==> src/rtl/hidks_pkg.sv <==
// ============================================================================
// hidks_pkg
// Shared types and constants for the ASCII to HID keystroke sequencer.
// ============================================================================
package hidks_pkg;

    localparam int TABLE_DEPTH = 128;
    localparam int IDX_W       = $clog2(TABLE_DEPTH);
    localparam int CHAR_W      = 8;
    localparam int WORD_W      = 16;
    localparam int MOD_W       = 8;
    localparam int KEY_W       = 8;

    localparam logic [CHAR_W-1:0] MAX_CHAR    = 8'd127;
    localparam logic [IDX_W-1:0]  SPACE_INDEX = IDX_W'(32);

    localparam int FLAG_SHIFT_BIT = 8;
    localparam int FLAG_LALT_BIT  = 9;
    localparam int FLAG_RALT_BIT  = 10;
    localparam int FLAG_DEAD_BIT  = 11;

    localparam logic [MOD_W-1:0] MODBIT_LSHIFT = 8'h02;
    localparam logic [MOD_W-1:0] MODBIT_LALT   = 8'h04;
    localparam logic [MOD_W-1:0] MODBIT_RALT   = 8'h40;

    typedef enum logic [1:0] {
        CMD_LOAD   = 2'd0,
        CMD_SET    = 2'd1,
        CMD_NEXT   = 2'd2,
        CMD_UNUSED = 2'd3
    } cmd_e_t;

    typedef enum logic [1:0] {
        ST_OK      = 2'd0,
        ST_INVALID = 2'd1,
        ST_NOENT   = 2'd2
    } status_t;

    typedef enum logic {
        S_IDLE = 1'b0,
        S_EXEC = 1'b1
    } state_t;

    typedef struct packed {
        logic              set_en;
        logic              next_en;
        logic [WORD_W-1:0] set_word;
        logic [KEY_W-1:0]  space_key;
    } seq_req_t;

    typedef struct packed {
        status_t          status;
        logic [MOD_W-1:0] mods;
        logic [KEY_W-1:0] key;
    } rpt_t;

endpackage

==> src/rtl/hidks_cmd_if.sv <==
// ============================================================================
// hidks_cmd_if
// Command channel: valid/ready handshake with command, char and map word.
// ============================================================================
interface hidks_cmd_if;
    logic        valid;
    logic        ready;
    logic [1:0]  command;
    logic [7:0]  char_code;
    logic [15:0] table_word;

    modport source (output valid, output command, output char_code,
                    output table_word, input ready);
    modport sink   (input valid, input command, input char_code,
                    input table_word, output ready);
endinterface

==> src/rtl/hidks_rpt_if.sv <==
// ============================================================================
// hidks_rpt_if
// Report channel: valid/ready handshake with status and HID report bytes.
// ============================================================================
interface hidks_rpt_if;
    logic       valid;
    logic       ready;
    logic [1:0] status;
    logic [7:0] modifier_bits;
    logic [7:0] key_code;

    modport source (output valid, output status, output modifier_bits,
                    output key_code, input ready);
    modport sink   (input valid, input status, input modifier_bits,
                    input key_code, output ready);
endinterface

==> src/rtl/hidks_keymap.sv <==
// ============================================================================
// hidks_keymap
// Keymap memory, one write and one registered read port. Per-entry valid
// bits make unwritten entries read as zero right after reset.
// ============================================================================
module hidks_keymap (
    input  logic                                clk,
    input  logic                                rst_n,
    input  logic                                wr_en,
    input  logic [hidks_pkg::IDX_W-1:0]         wr_addr,
    input  logic [hidks_pkg::WORD_W-1:0]        wr_data,
    input  logic                                rd_en,
    input  logic [hidks_pkg::IDX_W-1:0]         rd_addr,
    output logic [hidks_pkg::WORD_W-1:0]        rd_data
);

    logic [hidks_pkg::WORD_W-1:0]      mem [hidks_pkg::TABLE_DEPTH];
    logic [hidks_pkg::TABLE_DEPTH-1:0] vld_reg;
    logic [hidks_pkg::WORD_W-1:0]      rd_word_reg;
    logic                              rd_vld_reg;

    always_ff @(posedge clk)
    begin
        if (wr_en)
        begin
            mem[wr_addr] <= wr_data;
        end
        if (rd_en)
        begin
            rd_word_reg <= mem[rd_addr];
        end
    end

    always_ff @(posedge clk or negedge rst_n)
    begin
        if (!rst_n)
        begin
            vld_reg    <= '0;
            rd_vld_reg <= 1'b0;
        end
        else
        begin
            if (wr_en)
            begin
                vld_reg[wr_addr] <= 1'b1;
            end
            if (rd_en)
            begin
                rd_vld_reg <= vld_reg[rd_addr];
            end
        end
    end

    assign rd_data = rd_vld_reg ? rd_word_reg : '0;

    // read and write never share a command
    a_no_rw_overlap: assert property (@(posedge clk) disable iff (!rst_n)
        !(wr_en && rd_en))
        else $error("keymap read and write in the same cycle");

    a_wr_marks_valid: assert property (@(posedge clk) disable iff (!rst_n)
        wr_en |=> vld_reg[$past(wr_addr)])
        else $error("written entry not marked valid");

endmodule

==> src/rtl/hidks_seq.sv <==
// ============================================================================
// hidks_seq
// Pending keystroke state and report priority logic.
// ============================================================================
module hidks_seq (
    input  logic                clk,
    input  logic                rst_n,
    input  hidks_pkg::seq_req_t req,
    output hidks_pkg::rpt_t     rpt
);

    logic [hidks_pkg::MOD_W-1:0] mods_reg, mods_next;
    logic [hidks_pkg::KEY_W-1:0] scan_reg, scan_next;
    logic                        dead_reg, dead_next;
    logic                        rel_reg, rel_next;
    logic                        sent_reg, sent_next;
    logic [hidks_pkg::MOD_W-1:0] set_mods;

    always_comb
    begin
        set_mods = '0;
        if (req.set_word[hidks_pkg::FLAG_SHIFT_BIT])
        begin
            set_mods = set_mods | hidks_pkg::MODBIT_LSHIFT;
        end
        if (req.set_word[hidks_pkg::FLAG_LALT_BIT])
        begin
            set_mods = set_mods | hidks_pkg::MODBIT_LALT;
        end
        if (req.set_word[hidks_pkg::FLAG_RALT_BIT])
        begin
            set_mods = set_mods | hidks_pkg::MODBIT_RALT;
        end
    end

    always_comb
    begin
        mods_next = mods_reg;
        scan_next = scan_reg;
        dead_next = dead_reg;
        rel_next  = rel_reg;
        sent_next = sent_reg;
        rpt.status = hidks_pkg::ST_OK;
        rpt.mods   = '0;
        rpt.key    = '0;
        if (req.set_en)
        begin
            mods_next = mods_reg | set_mods;
            scan_next = req.set_word[hidks_pkg::KEY_W-1:0];
            dead_next = req.set_word[hidks_pkg::FLAG_DEAD_BIT];
            sent_next = 1'b0;
        end
        else if (req.next_en)
        begin
            priority if (mods_reg != '0 && !sent_reg)
            begin
                sent_next = 1'b1;
                rpt.mods  = mods_reg;
            end
            else if (rel_reg)
            begin
                rpt.mods = mods_reg;
                if (mods_reg != '0)
                begin
                    mods_next = '0;
                end
                else
                begin
                    rel_next = 1'b0;
                end
            end
            else if (scan_reg != '0)
            begin
                rpt.mods  = mods_reg;
                rpt.key   = scan_reg;
                scan_next = '0;
                rel_next  = 1'b1;
            end
            else if (dead_reg)
            begin
                rpt.key   = req.space_key;
                dead_next = 1'b0;
                rel_next  = 1'b1;
            end
            else
            begin
                rpt.status = hidks_pkg::ST_NOENT;
            end
        end
    end

    always_ff @(posedge clk or negedge rst_n)
    begin
        if (!rst_n)
        begin
            mods_reg <= '0;
            scan_reg <= '0;
            dead_reg <= 1'b0;
            rel_reg  <= 1'b0;
            sent_reg <= 1'b0;
        end
        else
        begin
            mods_reg <= mods_next;
            scan_reg <= scan_next;
            dead_reg <= dead_next;
            rel_reg  <= rel_next;
            sent_reg <= sent_next;
        end
    end

    a_key_arms_release: assert property (@(posedge clk) disable iff (!rst_n)
        (req.next_en && !req.set_en && rpt.key != '0) |=> rel_reg)
        else $error("key press did not arm release");

    a_noent_idle: assert property (@(posedge clk) disable iff (!rst_n)
        (req.next_en && !req.set_en && rpt.status == hidks_pkg::ST_NOENT)
        |-> (scan_reg == '0 && !dead_reg && !rel_reg))
        else $error("no-entry while a keystroke is pending");

endmodule

==> src/rtl/ascii_to_hid_keystroke_sequencer.sv <==
// ============================================================================
// ascii_to_hid_keystroke_sequencer
// Command decode, keymap access and report output register.
// ============================================================================
//  channel | dir | fields
//  cmd     | in  | command, char_code, table_word
//  rpt     | out | status, modifier_bits, key_code
//
//  Each command is accepted in idle and completes in execute, which uses the registered keymap read.
//  Command 3 is accepted without entering execute and gives no word.
//  Reset clears the keymap valid bits and all pending state at once.
//  A report not taken holds the block in execute until the output frees up.
module ascii_to_hid_keystroke_sequencer (
    input  logic              clk,
    input  logic              rst_n,
    hidks_cmd_if.sink         cmd,
    hidks_rpt_if.source       rpt
);

    hidks_pkg::state_t                state_reg, state_next;
    logic [1:0]                       cmd_reg;
    logic [hidks_pkg::CHAR_W-1:0]     chr_reg;
    logic                             out_valid_reg, out_valid_next;
    hidks_pkg::rpt_t                  out_reg, out_next;

    logic                             accept;
    logic                             is_load, is_set, is_next;
    logic                             load_in_range;
    logic                             out_free;
    logic                             finish;
    logic [hidks_pkg::WORD_W-1:0]     rd_data;
    logic [hidks_pkg::IDX_W-1:0]      rd_addr;
    hidks_pkg::seq_req_t              req;
    hidks_pkg::rpt_t                  seq_rpt;
    logic                             set_bad;

    assign accept  = cmd.valid && cmd.ready;
    assign is_load = (cmd.command == hidks_pkg::CMD_LOAD);
    assign is_set  = (cmd.command == hidks_pkg::CMD_SET);
    assign is_next = (cmd.command == hidks_pkg::CMD_NEXT);
    assign load_in_range = ({1'b0, cmd.char_code} < 9'(hidks_pkg::TABLE_DEPTH));
    assign rd_addr = is_set ? cmd.char_code[hidks_pkg::IDX_W-1:0]
                            : hidks_pkg::SPACE_INDEX;
    assign out_free = !out_valid_reg || rpt.ready;

    hidks_keymap u_keymap (
        .clk     (clk),
        .rst_n   (rst_n),
        .wr_en   (accept && is_load && load_in_range),
        .wr_addr (cmd.char_code[hidks_pkg::IDX_W-1:0]),
        .wr_data (cmd.table_word),
        .rd_en   (accept && (is_set || is_next)),
        .rd_addr (rd_addr),
        .rd_data (rd_data)
    );

    assign set_bad = (chr_reg > hidks_pkg::MAX_CHAR) || (rd_data == '0);

    always_comb
    begin
        state_next     = state_reg;
        out_valid_next = out_valid_reg && !rpt.ready;
        out_next       = out_reg;
        finish         = 1'b0;
        req.set_en     = 1'b0;
        req.next_en    = 1'b0;
        req.set_word   = rd_data;
        req.space_key  = rd_data[hidks_pkg::KEY_W-1:0];
        unique case (state_reg)
            hidks_pkg::S_IDLE:
            begin
                if (accept && (is_load || is_set || is_next))
                begin
                    state_next = hidks_pkg::S_EXEC;
                end
            end
            hidks_pkg::S_EXEC:
            begin
                if (out_free)
                begin
                    finish         = 1'b1;
                    state_next     = hidks_pkg::S_IDLE;
                    out_valid_next = 1'b1;
                    out_next.status = hidks_pkg::ST_OK;
                    out_next.mods   = '0;
                    out_next.key    = '0;
                    if (cmd_reg == hidks_pkg::CMD_SET)
                    begin
                        if (set_bad)
                        begin
                            out_next.status = hidks_pkg::ST_INVALID;
                        end
                        else
                        begin
                            req.set_en = 1'b1;
                        end
                    end
                    else if (cmd_reg == hidks_pkg::CMD_NEXT)
                    begin
                        req.next_en = 1'b1;
                        out_next    = seq_rpt;
                    end
                end
            end
            default:
            begin
                state_next = hidks_pkg::S_IDLE;
            end
        endcase
    end

    hidks_seq u_seq (
        .clk   (clk),
        .rst_n (rst_n),
        .req   (req),
        .rpt   (seq_rpt)
    );

    always_ff @(posedge clk)
    begin
        if (accept)
        begin
            cmd_reg <= cmd.command;
            chr_reg <= cmd.char_code;
        end
        out_reg <= out_next;
    end

    always_ff @(posedge clk or negedge rst_n)
    begin
        if (!rst_n)
        begin
            state_reg     <= hidks_pkg::S_IDLE;
            out_valid_reg <= 1'b0;
        end
        else
        begin
            state_reg     <= state_next;
            out_valid_reg <= out_valid_next;
        end
    end

    assign cmd.ready         = (state_reg == hidks_pkg::S_IDLE);
    assign rpt.valid         = out_valid_reg;
    assign rpt.status        = out_reg.status;
    assign rpt.modifier_bits = out_reg.mods;
    assign rpt.key_code      = out_reg.key;

    a_cmd_starts_exec: assert property (@(posedge clk) disable iff (!rst_n)
        (accept && cmd.command != hidks_pkg::CMD_UNUSED)
        |=> state_reg == hidks_pkg::S_EXEC)
        else $error("accepted command did not start execution");

    a_finish_gives_word: assert property (@(posedge clk) disable iff (!rst_n)
        finish |=> (rpt.valid && state_reg == hidks_pkg::S_IDLE))
        else $error("finished command produced no word");

endmodule

==> src/flat_wrapper.sv <==
// flat-port wrapper written by rule: the top's interface ports become plain ports
module ascii_to_hid_keystroke_sequencer_flat 
  (clk, rst_n, cmd_valid, cmd_command, cmd_char_code, cmd_table_word, cmd_ready, rpt_valid, rpt_status, rpt_modifier_bits, rpt_key_code, rpt_ready);
  hidks_cmd_if cmd_i ();
  hidks_rpt_if rpt_i ();
  input  logic clk;
  input  logic rst_n;
  input wire logic [$bits(cmd_i.valid)-1:0] cmd_valid;
  input wire logic [$bits(cmd_i.command)-1:0] cmd_command;
  input wire logic [$bits(cmd_i.char_code)-1:0] cmd_char_code;
  input wire logic [$bits(cmd_i.table_word)-1:0] cmd_table_word;
  output wire logic [$bits(cmd_i.ready)-1:0] cmd_ready;
  output wire logic [$bits(rpt_i.valid)-1:0] rpt_valid;
  output wire logic [$bits(rpt_i.status)-1:0] rpt_status;
  output wire logic [$bits(rpt_i.modifier_bits)-1:0] rpt_modifier_bits;
  output wire logic [$bits(rpt_i.key_code)-1:0] rpt_key_code;
  input wire logic [$bits(rpt_i.ready)-1:0] rpt_ready;
  assign cmd_i.valid = cmd_valid;
  assign cmd_i.command = cmd_command;
  assign cmd_i.char_code = cmd_char_code;
  assign cmd_i.table_word = cmd_table_word;
  assign cmd_ready = cmd_i.ready;
  assign rpt_valid = rpt_i.valid;
  assign rpt_status = rpt_i.status;
  assign rpt_modifier_bits = rpt_i.modifier_bits;
  assign rpt_key_code = rpt_i.key_code;
  assign rpt_i.ready = rpt_ready;
  ascii_to_hid_keystroke_sequencer u_core (.clk(clk), .rst_n(rst_n), .cmd(cmd_i), .rpt(rpt_i));
endmodule
==> config.mk <==
export PLATFORM = sky130hd
export DESIGN_NAME = ascii_to_hid_keystroke_sequencer_flat
export DESIGN_NICKNAME = d
export VERILOG_FILES = /design/src/rtl/hidks_pkg.sv /design/src/rtl/hidks_cmd_if.sv /design/src/rtl/hidks_rpt_if.sv /design/src/rtl/hidks_keymap.sv /design/src/rtl/hidks_seq.sv /design/src/rtl/ascii_to_hid_keystroke_sequencer.sv /design/src/flat_wrapper.sv
export SDC_FILE = /design/constraint.sdc
export NUM_CORES = 2
export LEC_CHECK = 0
export ABC_AREA = 1
export BUFFER_PORTS_ARGS = -buffer_cell sky130_fd_sc_hd__buf_2
export CAP_MARGIN = 10
export CORE_ASPECT_RATIO = 1.4
export CORE_MARGIN = 10
export CORE_UTILIZATION = 57
export DETAILED_ROUTE_END_ITERATION = 10
export MAX_ROUTING_LAYER = met4
export PLACE_DENSITY = 0.72
export SETUP_SLACK_MARGIN = 0.1
export SLEW_MARGIN = 10
export SYNTH_ARGS = -nofsm -noshare
export SYNTH_HDL_FRONTEND = slang
export SYNTH_SLANG_ARGS = --single-unit
==> constraint.sdc <==
create_clock -name clk -period 2.3 [get_ports clk]
set_input_delay 0.69 -clock clk [delete_from_list [all_inputs] [get_ports clk]]
set_output_delay 0.69 -clock clk [all_outputs]
set_load 0.005 [all_outputs]
==> impl_results.md <==
- Worst setup path category: in2reg
- Async SR Flop Fraction: 6.514%
- Worst endpoint required time: 2.89 ns
- Most used cell, CP: nand3_4
- Pre-antenna DRT Iters: 6
- Crit-path max FO: 27
- Final wirelength: 267500 um
- Number of global-route vias before repair: 60616
- Netlist cell types: 33
- Final Skew: 0.01808 ns
- Area Overhead vs Synth: 21.53%
- Hold Path Class: in2reg
- Setup crit start: cmd_command[1]
- Die width: 354.1 um
- Synth warn: 0
- R2R depth: 9
- Gate Count Post-Synth: 7106
- Placed cell area: 98010 um^2
- Failing checks: negative setup slack
- Worst-Margin Slew: 0.8649 ns
- Fillers: 9996
- IO buf count: 49
- TNS Setup: -0.006621 ns
- Drt first-iter violations: 9024
- Height of the die: 487.8 um
- Slew Limit Headroom: 42.34%
- Grt ovf: 0
- Clk sinks: 2226
- IO Count: 50
- Tcrit/Tclk final: 100.3%
- EDFF count, synth: 2081
- CTS Buf Count: 191
- Setup Viol. Count Final: 1
- Core ar.: 155300 um^2
- RR Startpoint: u_core.state_reg
- CP max stage delay: 0.28 ns
- Final Hold Fails: 0
- First-pass GRT wire length: 388500 um
- GP Congestion: 0.9668
- Post-Syn Nets: 7139
- Worst path cell trace: buf_12, inv_12, ha_4, buf_12, nand2_8, buf_6, buf_16, buf_6, o22ai_1, nand2_4, nand3_2, nand3_2, nand3_4, nand3_4, nand3_4, nand2_2
- Slowest cell on crit path: o22ai_1
- Netlist Area Pre-Place: 89100 um^2
- DR vias: 62233
- H-tree depth: 4
- F_max: 433.5 MHz
- Max clock buf depth: 3
- Worst EP arrival: 2.90 ns
- Crit path launch type: input port
- Largest net degree at the start of global routing: 79
- Leak Pwr: 0.03780 uW
- Final core utilization: 69.71%
- Final instance area: 108300 um^2
- DP HPWL: 156300 um
- ANT nets after route: 0
- Worst Path Buf+Inv: 6
- Max FFs per register: 2048
- Initial antenna violation count: 3
- Peak VDD IR: 0.0008574 V
- Initial Util: 57.36%
- Clock root cell: clkbuf_16
- Critical path depth: 16
- Worst setup path endpoint: u_core.u_keymap.rd_word_reg[3]
- Full die area: 172700 um^2
- RSZ-0062 raised after global routing: true
- Final Worst Setup Slack: -0.006621 ns
- Max-Cap Viols: 0
- Sequential fraction of the synthesis area: 74.21%
- Clock Latency Late Sink: 0.84 ns
- R2r setup slk: 0.16 ns
- RR Endpoint: u_core.u_keymap.mem[81][9]
- Outcome: finished with violations
- Pwr dens: 766.9 nW/um^2
- Vias/cell: 6.409
- Per-cell routed wire length: 27.55 um
- #FFs+latches synth: 2226
- Slew Viols, Final: 0
- # DRC: 0
- Pwr Total: 83040 uW
- CTS clk-pin slew, worst paths: 0.06 ns
- Number of cell rows: 171
- Final nets: 7508
- Tmin final: 2.307 ns
- Syn_area_per_cell: 12.54 um^2
- Crit-path leading delay family: buffers and inverters
- Share of cells above drive strength 1: 18.66%
- Worst setup EP type: register
- TritonCTS clock tree: done
- Synth Flop Type: edfxtp_1
- Overall Global Routing Usage: 30.91%
[final cells by class]
| type | instances | area (um^2) | area share (%) |
|---|---|---|---|
| repair buffers | 691 | 10350 | 9.555 |
| diodes | 2 | 5.005 | 0.004622 |
| clock inverters | 109 | 1057 | 0.9765 |
| repair inverters | 1 | 11.26 | 0.01040 |
| multi-input cells | 4205 | 22280 | 20.58 |
| well taps | 2076 | 2597 | 2.399 |
| flip-flops and latches | 2226 | 66120 | 61.07 |
| inverters | 159 | 663.1 | 0.6125 |
| clock buffers | 242 | 5199 | 4.801 |
[cell families (layout without fill, tap and decap cells)]
| kind of cell | count (synthesis) | count (layout) | share of synthesized area (%) |
|---|---|---|---|
| flops | 2226 | 2226 | 74.21 |
| compound gates | 687 | 687 | 4.702 |
| fa+ha+maj | 3 | 3 | 0.04213 |
| buf+inv | 675 | 1202 | 3.783 |
| simple gates | 3514 | 3514 | 17.26 |
| other cells | 1 | 3 | 0.004209 |
[metal layers]
metal  part of all wire (%)  GRT usage (%)  vias to the layer above  routed length (um)
met4                    5.8          16.47                        0               15420
met1                     35          37.69                    30583               92830
met5                      0              -                        -                   0
li1                       -              -                    26737                   -
met3                     10          5.058                      811               27260
met2                     49          49.64                     4102              132000
[where the power goes]
group          leakage (uW)  switching (uW)  internal [uW]
registers            0.0202             159          44400
logic                0.0146            4000           1990
clock network       0.00306           14600          17900
total                0.0378           18700          64300
[how the worst min path moves through the flow]
stage | cells past startpoint | start | to | slack, ns
floorplan | 0 | rst_n | u_core.rpt.valid | 0.39
global placement | 2 | u_core.u_keymap.vld_reg[43] | u_core.u_keymap.vld_reg[43] | 0.44
detailed placement | 2 | u_core.u_keymap.vld_reg[103] | u_core.u_keymap.vld_reg[103] | 0.44
CTS | 1 | cmd_table_word[12] | u_core.u_keymap.mem[80][12] | 0.07
global route | 1 | cmd_table_word[12] | u_core.u_keymap.mem[80][12] | 0.09
finish | 1 | cmd_table_word[12] | u_core.u_keymap.mem[80][12] | 0.10
[stage by stage]
stage	cells	hold WS (ns)	setup WS [ns]
global route	9711	0.08901	-0.007166
CTS	9686	0.07110	0.02415
detailed placement	9281	0.4436	-1.546
floorplan	7106	0.3944	-0.05442
global placement	9281	0.4386	-1.552
finish	9711	0.1046	-0.006621
[worst reg2reg max path, stage by stage, from the launching register on]
cell       delay, ns
dfrtp_1         0.38
inv_2           0.10
nand2_4         0.09
nor3_4          0.24
buf_12          0.18
nand3_4         0.14
buf_6           0.17
buf_12          0.16
nor2_4          0.20
clkbuf_16       0.21
[cell usage after synthesis (3+ instances only)]
cell type / instances / area share [%]
o22ai_1: 489 / 3.4
buf_1: 37 / 0.16
nand2_1: 1618 / 6.8
nor4_1: 4 / 0.028
or2_2: 29 / 0.20
o21ai_0: 143 / 0.80
clkbuf_1: 73 / 0.31
edfxtp_1: 2081 / 70
a21oi_1: 3 / 0.017
buf_6: 33 / 0.42
dfrtp_1: 145 / 4.1
nor2_1: 218 / 0.92
ha_1: 3 / 0.042
inv_2: 7 / 0.029
inv_1: 149 / 0.63
clkinv_1: 3 / 0.013
o211ai_1: 41 / 0.35
or2_0: 20 / 0.14
buf_4: 49 / 0.41
o32ai_1: 8 / 0.079
buf_2: 324 / 1.8
nor3_1: 6 / 0.034
nand3_1: 1613 / 9.1
[placed cells by master (no fill, tap or decap), types with 5 or more instances in the layout]
master	instances
or2_0	20
buf_8	11
clkinv_2	37
clkbuf_8	10
nand2_2	6
clkinv_8	5
nor2_2	27
inv_6	8
nor3_1	5
clkbuf_16	210
o211ai_1	41
dfrtp_1	145
clkinv_1	32
nor2_4	103
bufinv_16	16
o22ai_1	484
edfxtp_1	2081
clkinvlp_4	9
clkbuf_1	35
buf_2	29
o21ai_0	142
or2_2	29
nand3_2	201
buf_4	267
buf_12	275
nand3_1	1358
o32ai_1	8
nand3_4	54
inv_1	146
nor2_1	89
buf_6	31
bufbuf_16	16
buf_16	48
nand2_1	1608
[timing repair]
action | CTS | global route
endpoints found under the hold margin | 35 | 0
setup endpoints to repair | 17 | 68
buffers inserted | 18 | 12
resized for setup | 285 | 161
gates cloned | 35 | 13
pin swaps | 19 | 55
hold buffers | 1 | 0
No activity file was read; power rests on OpenSTA's default activity.
